`config.mk`:
```
export PLATFORM = sky130hd
export DESIGN_NAME = prim_maze_generator_core
export DESIGN_NICKNAME = d
export VERILOG_FILES = /design/src/rtl/core/pmg_pkg.sv /design/src/rtl/core/prim_maze_generator_core.sv /design/src/rtl/core/pmg_datapath.sv /design/src/rtl/core/pmg_ctrl.sv
export VERILOG_INCLUDE_DIRS = /design/src /design/src/rtl/core
export SDC_FILE = /design/constraint.sdc
export NUM_CORES = 2
export LEC_CHECK = 0
export ABC_AREA = 1
export BUFFER_PORTS_ARGS = -buffer_cell sky130_fd_sc_hd__buf_2
export CAP_MARGIN = 20
export CORE_ASPECT_RATIO = 1.5
export CORE_MARGIN = 4
export CORE_UTILIZATION = 57
export DETAILED_ROUTE_END_ITERATION = 8
export PLACE_DENSITY_LB_ADDON = 0.05
export SYNTH_ARGS = -nofsm -noshare
export SYNTH_HDL_FRONTEND = slang
export SYNTH_SLANG_ARGS = --single-unit
```
`constraint.sdc`:
```
create_clock -name clk_i -period 8.15 [get_ports clk_i]
set_input_delay 0.815 -clock clk_i [delete_from_list [all_inputs] [get_ports clk_i]]
set_output_delay 0.815 -clock clk_i [all_outputs]
set_load 0.02 [all_outputs]
```
`src/rtl/core/prim_maze_generator_core_defines.svh`:
```
// Assertion macros for the maze generator RTL
`ifndef PRIM_MAZE_GENERATOR_CORE_DEFINES_SVH
`define PRIM_MAZE_GENERATOR_CORE_DEFINES_SVH
`ifndef SYNTHESIS
`define PMG_ASSERT(lbl, prop) \
  lbl: assert property (@(posedge clk_i) disable iff (!rst_ni) prop) \
    else $error("maze generator check failed");
`define PMG_ASSERT_RST(lbl, prop) \
  lbl: assert property (@(posedge clk_i) prop) \
    else $error("maze generator reset check failed");
`else
`define PMG_ASSERT(lbl, prop)
`define PMG_ASSERT_RST(lbl, prop)
`endif
`endif

```
`src/rtl/core/pmg_pkg.sv`:
```
// Types, constants and helpers for the maze generator
`timescale 1ns / 1ps
`default_nettype none
package pmg_pkg;

  localparam int MAZE_W         = 9;
  localparam int MAZE_H         = 9;
  localparam int LIST_DEPTH_DEF = 128;
  localparam int NCELLS         = MAZE_W * MAZE_H;
  localparam int CELL_AW        = $clog2(NCELLS);
  localparam int ROW_BITS       = 2 * MAZE_W;

  localparam logic [1:0] CELL_PATH   = 2'd0;
  localparam logic [1:0] CELL_WALL   = 2'd1;
  localparam logic [1:0] CELL_TARGET = 2'd2;

  localparam logic [2:0] KIND_STARTED   = 3'd0;
  localparam logic [2:0] KIND_CARVED    = 3'd1;
  localparam logic [2:0] KIND_DISCARDED = 3'd2;
  localparam logic [2:0] KIND_IDLE      = 3'd3;
  localparam logic [2:0] KIND_ROW       = 3'd4;

  localparam logic CFG_START_X = 1'b0;
  localparam logic CFG_START_Y = 1'b1;

  typedef struct packed {
    logic        req_type;
    logic [30:0] rand_value;
  } req_t;

  typedef struct packed {
    logic [2:0]          kind;
    logic [3:0]          row_index;
    logic [ROW_BITS-1:0] row_cells;
    logic [7:0]          pending_walls;
    logic                overflow;
    logic                last;
  } res_t;

  typedef struct packed {
    logic [3:0] x;
    logic [3:0] y;
    logic [1:0] dir;
  } wall_t;

  typedef enum logic [4:0] {
    OP_NONE, OP_LOAD_START, OP_LOAD_DRAW, OP_FILL, OP_NB_RD, OP_NB_CHK, OP_NB_SKIP,
    OP_OPEN_START, OP_EMIT, OP_DIV, OP_E_RD, OP_E_CAP, OP_B_RD, OP_OPEN_E, OP_OPEN_B,
    OP_DISCARD, OP_S_RD, OP_S_WR, OP_DEC, OP_IDLE_EMIT, OP_TARGET, OP_R_RD, OP_R_ACC,
    OP_R_EMIT
  } dp_op_e;

  typedef struct packed {
    logic fill_last;
    logic nb_ok;
    logic d_last;
    logic div_last;
    logic b_ok;
    logic b_wall;
    logic shift_more;
    logic cnt_zero;
    logic gen;
    logic rx_last;
    logic ry_last;
  } dp_stat_t;

  typedef enum logic [4:0] {
    ST_IDLE, ST_FILL, ST_NB_RD, ST_NB_CHK, ST_OPEN_START, ST_EMIT, ST_DIV, ST_E_RD,
    ST_E_CAP, ST_B_RD, ST_B_CHK, ST_OPEN_B, ST_SHIFT, ST_S_WR, ST_IDLE_EMIT,
    ST_TARGET, ST_R_RD, ST_R_ACC, ST_R_EMIT
  } ctl_state_e;

  // one step in direction d: up, down, left, right
  function automatic logic signed [2:0] step_x(input logic [1:0] d);
    case (d)
      2'd2:    step_x = -3'sd1;
      2'd3:    step_x = 3'sd1;
      default: step_x = 3'sd0;
    endcase
  endfunction

  function automatic logic signed [2:0] step_y(input logic [1:0] d);
    case (d)
      2'd0:    step_y = -3'sd1;
      2'd1:    step_y = 3'sd1;
      default: step_y = 3'sd0;
    endcase
  endfunction

  function automatic logic signed [5:0] move(input logic [3:0] c,
                                             input logic signed [2:0] s);
    move = $signed({2'b00, c}) + 6'(s);
  endfunction

  function automatic logic in_x(input logic signed [5:0] v);
    in_x = (v >= 6'sd0) && (v < 6'(MAZE_W));
  endfunction

  function automatic logic in_y(input logic signed [5:0] v);
    in_y = (v >= 6'sd0) && (v < 6'(MAZE_H));
  endfunction

  function automatic logic [CELL_AW-1:0] cell_addr(input logic [3:0] x,
                                                   input logic [3:0] y);
    cell_addr = CELL_AW'(int'(y) * MAZE_W + int'(x));
  endfunction

endpackage
`default_nettype wire

```
`src/rtl/core/prim_maze_generator_core.sv`:
```
// Randomized Prim maze generator, top level
//
// Command channel: a word on req_i is taken when start_i is high and busy_o
// low. req_type 0 starts a maze, 1 brings one random draw.
// Config channel: cfg_index_i 0 sets start_x, 1 sets start_y; cfg_ready_o is
// always high. Write only while idle.
// Results: each word sits on res_o for one cycle with res_valid_o high; the
// receiver cannot stall, and last marks the final word of a command.
// Sequence: a start fills the cell map with walls, then checks each in-range
// neighbour of the start cell. A draw runs the bit-serial remainder unit, then
// the pick, carve and listing, then the order-keeping removal that moves later
// list entries up. When the list empties, a map dump reads every cell and
// emits one word per row.
// Reset: map contents are undefined until the next start; list empty, not
// generating, overflow clear, start cell (1,1).
`timescale 1ns / 1ps
`default_nettype none
`include "prim_maze_generator_core_defines.svh"
module prim_maze_generator_core #(
  parameter int LIST_DEPTH = pmg_pkg::LIST_DEPTH_DEF
) (
  input  wire logic          clk_i,
  input  wire logic          rst_ni,
  input  wire logic          start_i,
  output logic               busy_o,
  input  wire pmg_pkg::req_t req_i,
  input  wire logic          cfg_valid_i,
  output logic               cfg_ready_o,
  input  wire logic [0:0]    cfg_index_i,
  input  wire logic [3:0]    cfg_data_i,
  output logic               res_valid_o,
  output pmg_pkg::res_t      res_o
);
  import pmg_pkg::*;

  dp_op_e   op;
  dp_stat_t stat;

  assign cfg_ready_o = 1'b1;

  pmg_ctrl u_ctrl (
    .clk_i      (clk_i),
    .rst_ni     (rst_ni),
    .start_i    (start_i),
    .req_type_i (req_i.req_type),
    .stat_i     (stat),
    .op_o       (op),
    .busy_o     (busy_o)
  );

  pmg_datapath #(
    .LIST_DEPTH (LIST_DEPTH)
  ) u_datapath (
    .clk_i       (clk_i),
    .rst_ni      (rst_ni),
    .op_i        (op),
    .req_i       (req_i),
    .cfg_valid_i (cfg_valid_i),
    .cfg_index_i (cfg_index_i),
    .cfg_data_i  (cfg_data_i),
    .stat_o      (stat),
    .res_valid_o (res_valid_o),
    .res_o       (res_o)
  );

  `PMG_ASSERT(a_accept_busy, (start_i && !busy_o) |=> busy_o)
  `PMG_ASSERT(a_last_row, (res_valid_o && res_o.kind == KIND_ROW && res_o.last) |-> (res_o.row_index == 4'(MAZE_H - 1)))
  `PMG_ASSERT(a_idle_last, (res_valid_o && res_o.kind == KIND_IDLE) |-> res_o.last)
  `PMG_ASSERT_RST(a_reset_idle, $rose(rst_ni) |-> !busy_o)

endmodule
`default_nettype wire

```
`src/rtl/core/pmg_datapath.sv`:
```
// Maze generator datapath: cell map, wall list, remainder unit, result register
`timescale 1ns / 1ps
`default_nettype none
module pmg_datapath #(
  parameter int LIST_DEPTH = pmg_pkg::LIST_DEPTH_DEF
) (
  input  wire logic             clk_i,
  input  wire logic             rst_ni,
  input  wire pmg_pkg::dp_op_e  op_i,
  input  wire pmg_pkg::req_t    req_i,
  input  wire logic             cfg_valid_i,
  input  wire logic [0:0]       cfg_index_i,
  input  wire logic [3:0]       cfg_data_i,
  output pmg_pkg::dp_stat_t     stat_o,
  output logic                  res_valid_o,
  output pmg_pkg::res_t         res_o
);
  import pmg_pkg::*;

  localparam int IDX_W = $clog2(LIST_DEPTH);
  localparam int CNT_W = $clog2(LIST_DEPTH + 1);

  logic [3:0] start_x_q, start_y_q;
  logic [3:0] cx_q, cy_q, rx_q, ry_q;
  logic [1:0] d_q;
  logic [CNT_W-1:0] cnt_q, rem_q;
  logic ovf_q, gen_q;
  logic [30:0] rnd_q;
  logic [4:0] bit_q;
  logic [IDX_W-1:0] ptr_q;
  wall_t e_q;
  logic [2:0] kind_q;
  logic [CELL_AW-1:0] fill_q;
  logic [ROW_BITS-1:0] row_q;
  logic res_valid_q;
  res_t res_q;
  res_t res_d;

  logic [1:0] cell_mem [NCELLS];
  logic [1:0] cell_rd_q;
  wall_t list_mem [LIST_DEPTH];
  wall_t list_rd_q;

  logic signed [5:0] nx, ny, fx, fy, bx, by;
  logic nb_ok, b_ok, shift_more;
  logic [CNT_W:0] rem_sh;
  logic [CNT_W-1:0] rem_next, ptr1;
  logic [3:0] sx, sy;
  logic [CNT_W+7:0] cnt_ext;

  logic cell_we, cell_re, list_we, list_re;
  logic [CELL_AW-1:0] cell_wa, cell_ra;
  logic [1:0] cell_wd;
  logic [IDX_W-1:0] list_wa, list_ra;
  wall_t list_wd;

  always_comb begin
    nx = move(cx_q, step_x(d_q));
    ny = move(cy_q, step_y(d_q));
    fx = move(cx_q, 3'(2 * step_x(d_q)));
    fy = move(cy_q, 3'(2 * step_y(d_q)));
    nb_ok = in_x(nx) && in_y(ny) && in_x(fx) && in_y(fy);
    bx = move(e_q.x, step_x(e_q.dir));
    by = move(e_q.y, step_y(e_q.dir));
    b_ok = in_x(bx) && in_y(by) && (e_q.x < 4'(MAZE_W)) && (e_q.y < 4'(MAZE_H));
    // one restoring step of the remainder per cycle
    rem_sh = {rem_q, rnd_q[30]};
    rem_next = (rem_sh >= {1'b0, cnt_q}) ? CNT_W'(rem_sh - {1'b0, cnt_q})
                                         : rem_sh[CNT_W-1:0];
    ptr1 = CNT_W'(ptr_q) + CNT_W'(1);
    shift_more = ptr1 < cnt_q;
    sx = (start_x_q >= 4'(MAZE_W)) ? 4'(MAZE_W - 1) : start_x_q;
    sy = (start_y_q >= 4'(MAZE_H)) ? 4'(MAZE_H - 1) : start_y_q;
    cnt_ext = {8'd0, cnt_q};
  end

  always_comb begin
    stat_o.fill_last  = fill_q == CELL_AW'(NCELLS - 1);
    stat_o.nb_ok      = nb_ok;
    stat_o.d_last     = d_q == 2'd3;
    stat_o.div_last   = bit_q == 5'd0;
    stat_o.b_ok       = b_ok;
    stat_o.b_wall     = cell_rd_q == CELL_WALL;
    stat_o.shift_more = shift_more;
    stat_o.cnt_zero   = cnt_q == '0;
    stat_o.gen        = gen_q;
    stat_o.rx_last    = rx_q == 4'(MAZE_W - 1);
    stat_o.ry_last    = ry_q == 4'(MAZE_H - 1);
  end

  // memory port steering
  always_comb begin
    cell_we = 1'b0;
    cell_wa = cell_addr(cx_q, cy_q);
    cell_wd = CELL_PATH;
    cell_re = 1'b0;
    cell_ra = cell_addr(nx[3:0], ny[3:0]);
    list_we = 1'b0;
    list_wa = cnt_q[IDX_W-1:0];
    list_wd = '{x: nx[3:0], y: ny[3:0], dir: d_q};
    list_re = 1'b0;
    list_ra = rem_q[IDX_W-1:0];
    case (op_i)
      OP_FILL: begin
        cell_we = 1'b1;
        cell_wa = fill_q;
        cell_wd = CELL_WALL;
      end
      OP_NB_RD: cell_re = 1'b1;
      OP_NB_CHK: list_we = (cell_rd_q == CELL_WALL) && (cnt_q < CNT_W'(LIST_DEPTH));
      OP_OPEN_START: cell_we = 1'b1;
      OP_E_RD: list_re = 1'b1;
      OP_B_RD: begin
        cell_re = 1'b1;
        cell_ra = cell_addr(bx[3:0], by[3:0]);
      end
      OP_OPEN_E: begin
        cell_we = 1'b1;
        cell_wa = cell_addr(e_q.x, e_q.y);
      end
      OP_OPEN_B: begin
        cell_we = 1'b1;
        cell_wa = cell_addr(bx[3:0], by[3:0]);
      end
      OP_S_RD: begin
        list_re = 1'b1;
        list_ra = ptr1[IDX_W-1:0];
      end
      OP_S_WR: begin
        list_we = 1'b1;
        list_wa = ptr_q;
        list_wd = list_rd_q;
      end
      OP_TARGET: begin
        cell_we = 1'b1;
        cell_wa = cell_addr(4'(MAZE_W - 2), 4'(MAZE_H - 2));
        cell_wd = CELL_TARGET;
      end
      OP_R_RD: begin
        cell_re = 1'b1;
        cell_ra = cell_addr(rx_q, ry_q);
      end
      default: ;
    endcase
  end

  always_ff @(posedge clk_i) begin
    if (cell_we) cell_mem[cell_wa] <= cell_wd;
    if (cell_re) cell_rd_q <= cell_mem[cell_ra];
    if (list_we) list_mem[list_wa] <= list_wd;
    if (list_re) list_rd_q <= list_mem[list_ra];
  end

  always_ff @(posedge clk_i or negedge rst_ni) begin
    if (!rst_ni) begin
      start_x_q <= 4'd1;
      start_y_q <= 4'd1;
      cnt_q     <= '0;
      gen_q     <= 1'b0;
      ovf_q     <= 1'b0;
    end else begin
      if (cfg_valid_i && cfg_index_i == CFG_START_X) start_x_q <= cfg_data_i;
      if (cfg_valid_i && cfg_index_i == CFG_START_Y) start_y_q <= cfg_data_i;
      case (op_i)
        OP_LOAD_START: begin
          cnt_q <= '0;
          ovf_q <= 1'b0;
          gen_q <= 1'b1;
        end
        OP_NB_CHK: begin
          if (cell_rd_q == CELL_WALL) begin
            if (cnt_q < CNT_W'(LIST_DEPTH)) cnt_q <= cnt_q + CNT_W'(1);
            else ovf_q <= 1'b1;
          end
        end
        OP_DEC:    cnt_q <= cnt_q - CNT_W'(1);
        OP_TARGET: gen_q <= 1'b0;
        default: ;
      endcase
    end
  end

  always_ff @(posedge clk_i) begin
    case (op_i)
      OP_LOAD_START: begin
        cx_q   <= sx;
        cy_q   <= sy;
        d_q    <= 2'd0;
        fill_q <= '0;
        kind_q <= KIND_STARTED;
      end
      OP_LOAD_DRAW: begin
        rnd_q <= req_i.rand_value;
        rem_q <= '0;
        bit_q <= 5'd30;
      end
      OP_FILL:    fill_q <= fill_q + CELL_AW'(1);
      OP_NB_CHK,
      OP_NB_SKIP: d_q <= d_q + 2'd1;
      OP_DIV: begin
        rem_q <= rem_next;
        rnd_q <= {rnd_q[29:0], 1'b0};
        bit_q <= bit_q - 5'd1;
      end
      OP_E_RD:  ptr_q <= rem_q[IDX_W-1:0];
      OP_E_CAP: e_q <= list_rd_q;
      OP_OPEN_B: begin
        cx_q   <= bx[3:0];
        cy_q   <= by[3:0];
        d_q    <= 2'd0;
        kind_q <= KIND_CARVED;
      end
      OP_DISCARD: kind_q <= KIND_DISCARDED;
      OP_S_WR:    ptr_q <= ptr1[IDX_W-1:0];
      OP_TARGET: begin
        rx_q <= 4'd0;
        ry_q <= 4'd0;
      end
      OP_R_ACC: begin
        row_q <= {cell_rd_q, row_q[ROW_BITS-1:2]};
        rx_q  <= rx_q + 4'd1;
      end
      OP_R_EMIT: begin
        rx_q <= 4'd0;
        ry_q <= ry_q + 4'd1;
      end
      default: ;
    endcase
  end

  // result register
  always_ff @(posedge clk_i or negedge rst_ni) begin
    if (!rst_ni) begin
      res_valid_q <= 1'b0;
    end else begin
      res_valid_q <= (op_i == OP_EMIT) || (op_i == OP_IDLE_EMIT) || (op_i == OP_R_EMIT);
    end
  end

  always_comb begin
    res_d.kind          = KIND_IDLE;
    res_d.row_index     = 4'd0;
    res_d.row_cells     = '0;
    res_d.pending_walls = cnt_ext[7:0];
    res_d.overflow      = ovf_q;
    res_d.last          = 1'b1;
    case (op_i)
      OP_EMIT: begin
        res_d.kind = kind_q;
        res_d.last = cnt_q != '0;
      end
      OP_R_EMIT: begin
        res_d.kind      = KIND_ROW;
        res_d.row_index = ry_q;
        res_d.row_cells = row_q;
        res_d.last      = ry_q == 4'(MAZE_H - 1);
      end
      default: ;
    endcase
  end

  always_ff @(posedge clk_i) begin
    res_q <= res_d;
  end

  assign res_valid_o = res_valid_q;
  assign res_o       = res_q;

endmodule
`default_nettype wire

```
`src/rtl/core/pmg_ctrl.sv`:
```
// Maze generator sequencer: steps the datapath through start, draw and map dump
`timescale 1ns / 1ps
`default_nettype none
module pmg_ctrl (
  input  wire logic              clk_i,
  input  wire logic              rst_ni,
  input  wire logic              start_i,
  input  wire logic              req_type_i,
  input  wire pmg_pkg::dp_stat_t stat_i,
  output pmg_pkg::dp_op_e        op_o,
  output logic                   busy_o
);
  import pmg_pkg::*;

  ctl_state_e state_q, state_d;
  logic draw_q, draw_d;
  ctl_state_e after_list;

  always_ff @(posedge clk_i or negedge rst_ni) begin
    if (!rst_ni) begin
      state_q <= ST_IDLE;
      draw_q  <= 1'b0;
    end else begin
      state_q <= state_d;
      draw_q  <= draw_d;
    end
  end

  always_comb begin
    state_d    = state_q;
    draw_d     = draw_q;
    op_o       = OP_NONE;
    after_list = draw_q ? ST_SHIFT : ST_OPEN_START;
    case (state_q)
      ST_IDLE: begin
        if (start_i) begin
          draw_d = req_type_i;
          if (req_type_i) begin
            op_o    = OP_LOAD_DRAW;
            state_d = (!stat_i.gen || stat_i.cnt_zero) ? ST_IDLE_EMIT : ST_DIV;
          end else begin
            op_o    = OP_LOAD_START;
            state_d = ST_FILL;
          end
        end
      end
      ST_FILL: begin
        op_o = OP_FILL;
        if (stat_i.fill_last) state_d = ST_NB_RD;
      end
      ST_NB_RD: begin
        if (stat_i.nb_ok) begin
          op_o    = OP_NB_RD;
          state_d = ST_NB_CHK;
        end else begin
          op_o = OP_NB_SKIP;
          if (stat_i.d_last) state_d = after_list;
        end
      end
      ST_NB_CHK: begin
        op_o    = OP_NB_CHK;
        state_d = stat_i.d_last ? after_list : ST_NB_RD;
      end
      ST_OPEN_START: begin
        op_o    = OP_OPEN_START;
        state_d = ST_EMIT;
      end
      ST_EMIT: begin
        op_o    = OP_EMIT;
        state_d = stat_i.cnt_zero ? ST_TARGET : ST_IDLE;
      end
      ST_DIV: begin
        op_o = OP_DIV;
        if (stat_i.div_last) state_d = ST_E_RD;
      end
      ST_E_RD: begin
        op_o    = OP_E_RD;
        state_d = ST_E_CAP;
      end
      ST_E_CAP: begin
        op_o    = OP_E_CAP;
        state_d = ST_B_RD;
      end
      ST_B_RD: begin
        if (stat_i.b_ok) begin
          op_o    = OP_B_RD;
          state_d = ST_B_CHK;
        end else begin
          op_o    = OP_DISCARD;
          state_d = ST_SHIFT;
        end
      end
      ST_B_CHK: begin
        if (stat_i.b_wall) begin
          op_o    = OP_OPEN_E;
          state_d = ST_OPEN_B;
        end else begin
          op_o    = OP_DISCARD;
          state_d = ST_SHIFT;
        end
      end
      ST_OPEN_B: begin
        op_o    = OP_OPEN_B;
        state_d = ST_NB_RD;
      end
      ST_SHIFT: begin
        if (stat_i.shift_more) begin
          op_o    = OP_S_RD;
          state_d = ST_S_WR;
        end else begin
          op_o    = OP_DEC;
          state_d = ST_EMIT;
        end
      end
      ST_S_WR: begin
        op_o    = OP_S_WR;
        state_d = ST_SHIFT;
      end
      ST_IDLE_EMIT: begin
        op_o    = OP_IDLE_EMIT;
        state_d = ST_IDLE;
      end
      ST_TARGET: begin
        op_o    = OP_TARGET;
        state_d = ST_R_RD;
      end
      ST_R_RD: begin
        op_o    = OP_R_RD;
        state_d = ST_R_ACC;
      end
      ST_R_ACC: begin
        op_o    = OP_R_ACC;
        state_d = stat_i.rx_last ? ST_R_EMIT : ST_R_RD;
      end
      ST_R_EMIT: begin
        op_o    = OP_R_EMIT;
        state_d = stat_i.ry_last ? ST_IDLE : ST_R_RD;
      end
      default: state_d = ST_IDLE;
    endcase
  end

  assign busy_o = state_q != ST_IDLE;

endmodule
`default_nettype wire

```
==> impl_metrics.xml <==
<?xml version="1.0" encoding="UTF-8"?>
<metrics>
  <group name="status">
    <metric name="run_status" unit="">complete, no violations</metric>
  </group>
  <group name="timing">
    <metric name="layout_setup_ws" unit="ps">2610</metric>
    <metric name="finalSetupTns" unit="ps">0</metric>
    <metric name="max_freq" unit="GHz">0.1805</metric>
    <metric name="period_share" unit="">0.6798</metric>
    <metric name="slew_viol_final" unit="">0</metric>
    <metric name="setup-violations-final" unit="">0</metric>
    <metric name="timing_hold_violations_final" unit="">0</metric>
    <metric name="fin_worst_hold_slack" unit="ps">285.1</metric>
    <metric name="setup_skew" unit="ps">31.92</metric>
    <metric name="finalWorstPathRequiredPeriod" unit="ps">5540</metric>
    <metric name="grt_setup_unrepaired" unit="">false</metric>
    <metric name="tightest_slew" unit="ps">1155</metric>
    <metric name="slew-limit-headroom" unit="">0.2274</metric>
  </group>
  <group name="power">
    <metric name="cellLeakagePower" unit="nW">26.02</metric>
    <metric name="power.density" unit="nW/um^2">406.0</metric>
    <metric name="vdd.ir_drop.worst" unit="mV">0.4379</metric>
  </group>
  <group name="synthesis">
    <metric name="mux_cell_area_share_after_synthesis" unit="">0</metric>
    <metric name="number_of_synthesized_flops_with_an_enable_pin" unit="">1560</metric>
    <metric name="synth.yosys.seq_area_share" unit="">0.6993</metric>
    <metric name="avgSynthCellArea" unit="sq um">12.10</metric>
    <metric name="synth_top_cell_by_area" unit="">edfxtp_1</metric>
    <metric name="post_synth_num_cell_types" unit="">59</metric>
    <metric name="simple_gate_share_of_the_synthesized_area" unit="">0.1271</metric>
    <metric name="main_combinational_cell_family_by_area_after_synthesis" unit="">simple AND/OR/NAND/NOR gates</metric>
    <metric name="synth_compound_area_frac" unit="">0.1055</metric>
    <metric name="synth.yosys.warnings" unit="">0</metric>
    <metric name="syn_area" unit="sq um">68890</metric>
    <metric name="syn-instance-count" unit="">5693</metric>
    <metric name="synthTopCellsByCount" unit="">edfxtp_1, nor2_1, o21ai_0</metric>
    <metric name="yosys.cell_count.top_type" unit="">edfxtp_1</metric>
    <metric name="yosys-top-cells-area" unit="">edfxtp_1, nor2_1, o21ai_0</metric>
    <metric name="proportion_of_synthesized_flip_flops_having_asynchronous_set_or_reset" unit="">0.01543</metric>
    <metric name="mappedNetlistNets" unit="">5848</metric>
    <metric name="yosys.area_share.adder" unit="">0.02190</metric>
    <metric name="synth-xor-area-share" unit="">0.005467</metric>
    <metric name="synthFlopType" unit="">edfxtp_1</metric>
    <metric name="synth_top_area_share" unit="">0.6800</metric>
    <metric name="ys_seq_elements" unit="">1620</metric>
  </group>
  <group name="finish">
    <metric name="finish.cell_count_without_fillers" unit="">7384</metric>
    <metric name="post_layout_instance_area" unit="sq um">75660</metric>
    <metric name="fin_nets" unit="">5846</metric>
    <metric name="syn2layout_area_growth" unit="%">9.816</metric>
    <metric name="layout.filler_cells" unit="">9286</metric>
    <metric name="drive_above_1_share" unit="">0.08944</metric>
  </group>
  <group name="detailed_routing">
    <metric name="via_per_inst" unit="">6.145</metric>
    <metric name="top_layer_used" unit="">met4</metric>
    <metric name="detail_route.iter0.violations" unit="">4295</metric>
    <metric name="met2_wirelength" unit="um">90890</metric>
    <metric name="drt_pre_antenna_iters" unit="">5</metric>
    <metric name="num_vias" unit="">45380</metric>
    <metric name="route.layer.met1.wl" unit="um">68910</metric>
    <metric name="antenna_violating_nets_left" unit="">0</metric>
    <metric name="drt_drc_violations_left" unit="">0</metric>
    <metric name="met3_wirelength" unit="um">11260</metric>
    <metric name="drt_wl_cell" unit="um">24.36</metric>
    <metric name="finalWirelength" unit="um">179900</metric>
  </group>
  <group name="clock_tree">
    <metric name="cts_sinks" unit="">1620</metric>
    <metric name="cts_setup_buffers" unit="">0</metric>
    <metric name="cts-htree-levels" unit="">4</metric>
    <metric name="cts_repair_resize_count" unit="">0</metric>
    <metric name="tritoncts_clock_tree" unit="">built</metric>
    <metric name="clk_pin_slew" unit="ps">70</metric>
    <metric name="clock_latency" unit="ps">780</metric>
    <metric name="root_buffer" unit="">clkbuf_16</metric>
    <metric name="cts_inserted_buffers" unit="">151</metric>
    <metric name="clock_path_buffers" unit="">3</metric>
  </group>
  <group name="grt">
    <metric name="initial_antenna_violation_count" unit="">1</metric>
    <metric name="grt_first_pass_wirelength" unit="um">269500</metric>
    <metric name="grt_remaining_overflow" unit="">0</metric>
    <metric name="groute.usage.overall" unit="">0.2797</metric>
    <metric name="grt_max_degree" unit="">181</metric>
    <metric name="first_global_vias" unit="">44470</metric>
  </group>
  <group name="setup_path">
    <metric name="cpMaxStageDelayCell" unit="">buf_4</metric>
    <metric name="timing.critical_path.from_type" unit="">flop</metric>
    <metric name="worstSetupEndpointType" unit="">flop</metric>
    <metric name="critPathKind" unit="">flop to flop</metric>
    <metric name="critical_path.top_delay_family" unit="">buffers and inverters</metric>
    <metric name="ordered_cell_list_for_the_critical_path" unit="">ha_1 -&gt; nand4_1 -&gt; nor2_1 -&gt; xor2_1 -&gt; ha_1 -&gt; nand2_1 -&gt; o21a_1 -&gt; nand3_1 -&gt; inv_1 -&gt; nand2_1 -&gt; o21ai_4 -&gt; buf_12 -&gt; buf_4 -&gt; o21ai_0 -&gt; o221ai_1 -&gt; nand3_1 -&gt; nand3_1 -&gt; nand3_1 -&gt; nand2_1 -&gt; nand2_1 -&gt; nand2_1</metric>
    <metric name="critical_path.most_common_cell" unit="">nand2_1</metric>
    <metric name="worst_ep_arrival_time" unit="ps">6180</metric>
    <metric name="crit_path_max_incr_delay" unit="ps">610</metric>
    <metric name="critPathRequiredTime" unit="ps">8790</metric>
    <metric name="maximum_fanout_along_the_worst_path" unit="">131</metric>
    <metric name="setup.reg_to_reg.worst_slack" unit="ps">2610</metric>
    <metric name="cp.buffers_inverters" unit="">3</metric>
  </group>
  <group name="floorplanning">
    <metric name="die_height" unit="um">433.8</metric>
    <metric name="initial_cell_density_of_the_core" unit="">0.5730</metric>
    <metric name="coreArea" unit="sq um">120200</metric>
    <metric name="boundaryPins" unit="">79</metric>
    <metric name="fp-row-count" unit="">156</metric>
    <metric name="die_w" unit="um">291.9</metric>
    <metric name="die_area" unit="sq um">126600</metric>
  </group>
  <group name="place">
    <metric name="globalplace.congestion" unit="">0.8942</metric>
    <metric name="port-buffer-count" unit="">77</metric>
    <metric name="worst_slack_after_detailed_placement" unit="ps">2631</metric>
    <metric name="placedInstanceArea" unit="sq um">70840</metric>
    <metric name="dp_hpwl" unit="um">106200</metric>
    <metric name="placed_cells_incl_taps" unit="">7092</metric>
  </group>
  <group name="run">
    <metric name="number_of_maximum_capacitance_constraint_violations" unit="">0</metric>
  </group>
  <group name="worst_hold_path">
    <metric name="hold_path_class" unit="">input port to flop</metric>
  </group>
</metrics>
[layout by cell type, fill, tap and decap left out, types with 6 or more instances in the layout]
cell type  instances
edfxtp_1        1560
nor2_1           932
o21ai_0          631
nand3_1          456
nand2_1          425
inv_1            345
o221ai_1         252
clkbuf_16        154
o211ai_1         142
ha_1             103
buf_4             83
or2_2             78
buf_2             77
nand4_1           66
a21oi_1           60
clkinv_1          45
dfxtp_1           35
clkbuf_1          33
nor3_1            31
o21ai_1           26
xor2_1            26
dfrtp_1           23
clkinv_2          18
xnor2_1           17
inv_2             14
buf_12            13
buf_6             12
fa_1              11
o21ai_4            9
o22ai_1            9
a211oi_1           9
nor2_2             8
nor4_1             8
inv_6              7
nand2_4            6
[flip-flops by register name, summed over array words and instances, names as in the netlist, 7 cells and up]
name,cells
u_datapath.list_mem,1280
u_datapath.cell_mem,162
u_datapath.res_o,35
u_datapath.rnd_q,31
u_datapath.row_q,18
u_datapath.e_q,10
u_datapath.list_rd_q,10
u_datapath.cnt_q,8
u_datapath.rem_q,8
u_datapath.fill_q,7
u_datapath.ptr_q,7
[path summary, 6_finish.rpt]
path | start | end | depth (start not counted)
hold reg to reg | u_datapath.ovf_q | u_datapath.res_o[1] | 0
setup / recovery | u_datapath.ptr_q[0] | u_datapath.list_rd_q[1] | 21
min in group asynchronous | rst_ni | u_datapath.start_x_q[3] | 2
setup reg to reg | u_datapath.ptr_q[0] | u_datapath.list_rd_q[1] | 21
max in group asynchronous | rst_ni | u_datapath.cnt_q[4] | 2
hold / removal | cfg_data_i[0] | u_datapath.start_x_q[0] | 3
[tightest hold or removal path, cell delays in order]
cell     delay (ps)
buf_2           100
inv_1            60
o21ai_0          90
[per-stage QoR]
step,power (mW),util
2_1_floorplan,19.86,-
3_3_place_gp,23.90,0.5879
3_5_place_dp,24.15,0.5892
4_1_cts,30.69,0.6266
5_1_grt,32.38,0.6292
6_report,30.72,0.6292
[where the power goes]
part,internal [mW],leakage [nW],total (mW),switching [mW]
clock network,3.57,2.19,6.57,2.99
logic,3.24,9.16,12.5,9.26
registers,11.5,14.7,11.7,0.176
total,18.3,26.0,30.7,12.4
[kinds of logic after synthesis]
kind of cell	Yosys count
compound gates	1166
xor+xnor	43
fa+ha+maj	114
buf+inv	712
flops	1620
other cells	1
simple gates	2037
[metal layers]
layer | vias to the layer above | track usage
met1 | 22510 | 0.3520
met5 | - | 0
met2 | 1667 | 0.4812
met3 | 424 | 0.03776
met4 | 0 | 0.1356
li1 | 20780 | -
[cell type report]
class	instances	area (sq um)	share of cell area
flip-flops and latches	1620	48170	0.6368
multi-input cells	3361	18100	0.2393
clock buffers	188	3991	0.05276
well taps	1580	1977	0.02613
repair buffers	189	1496	0.01978
inverters	368	1404	0.01856
clock inverters	77	505.5	0.006681
diodes	1	2.502	0.00003308
[timing repair]
item,4_1_cts,5_1_grt
setup endpoints to repair,0,0
hold endpoints to repair,7,0
hold buffers,1,0
No activity file was read; power rests on OpenSTA's default activity.
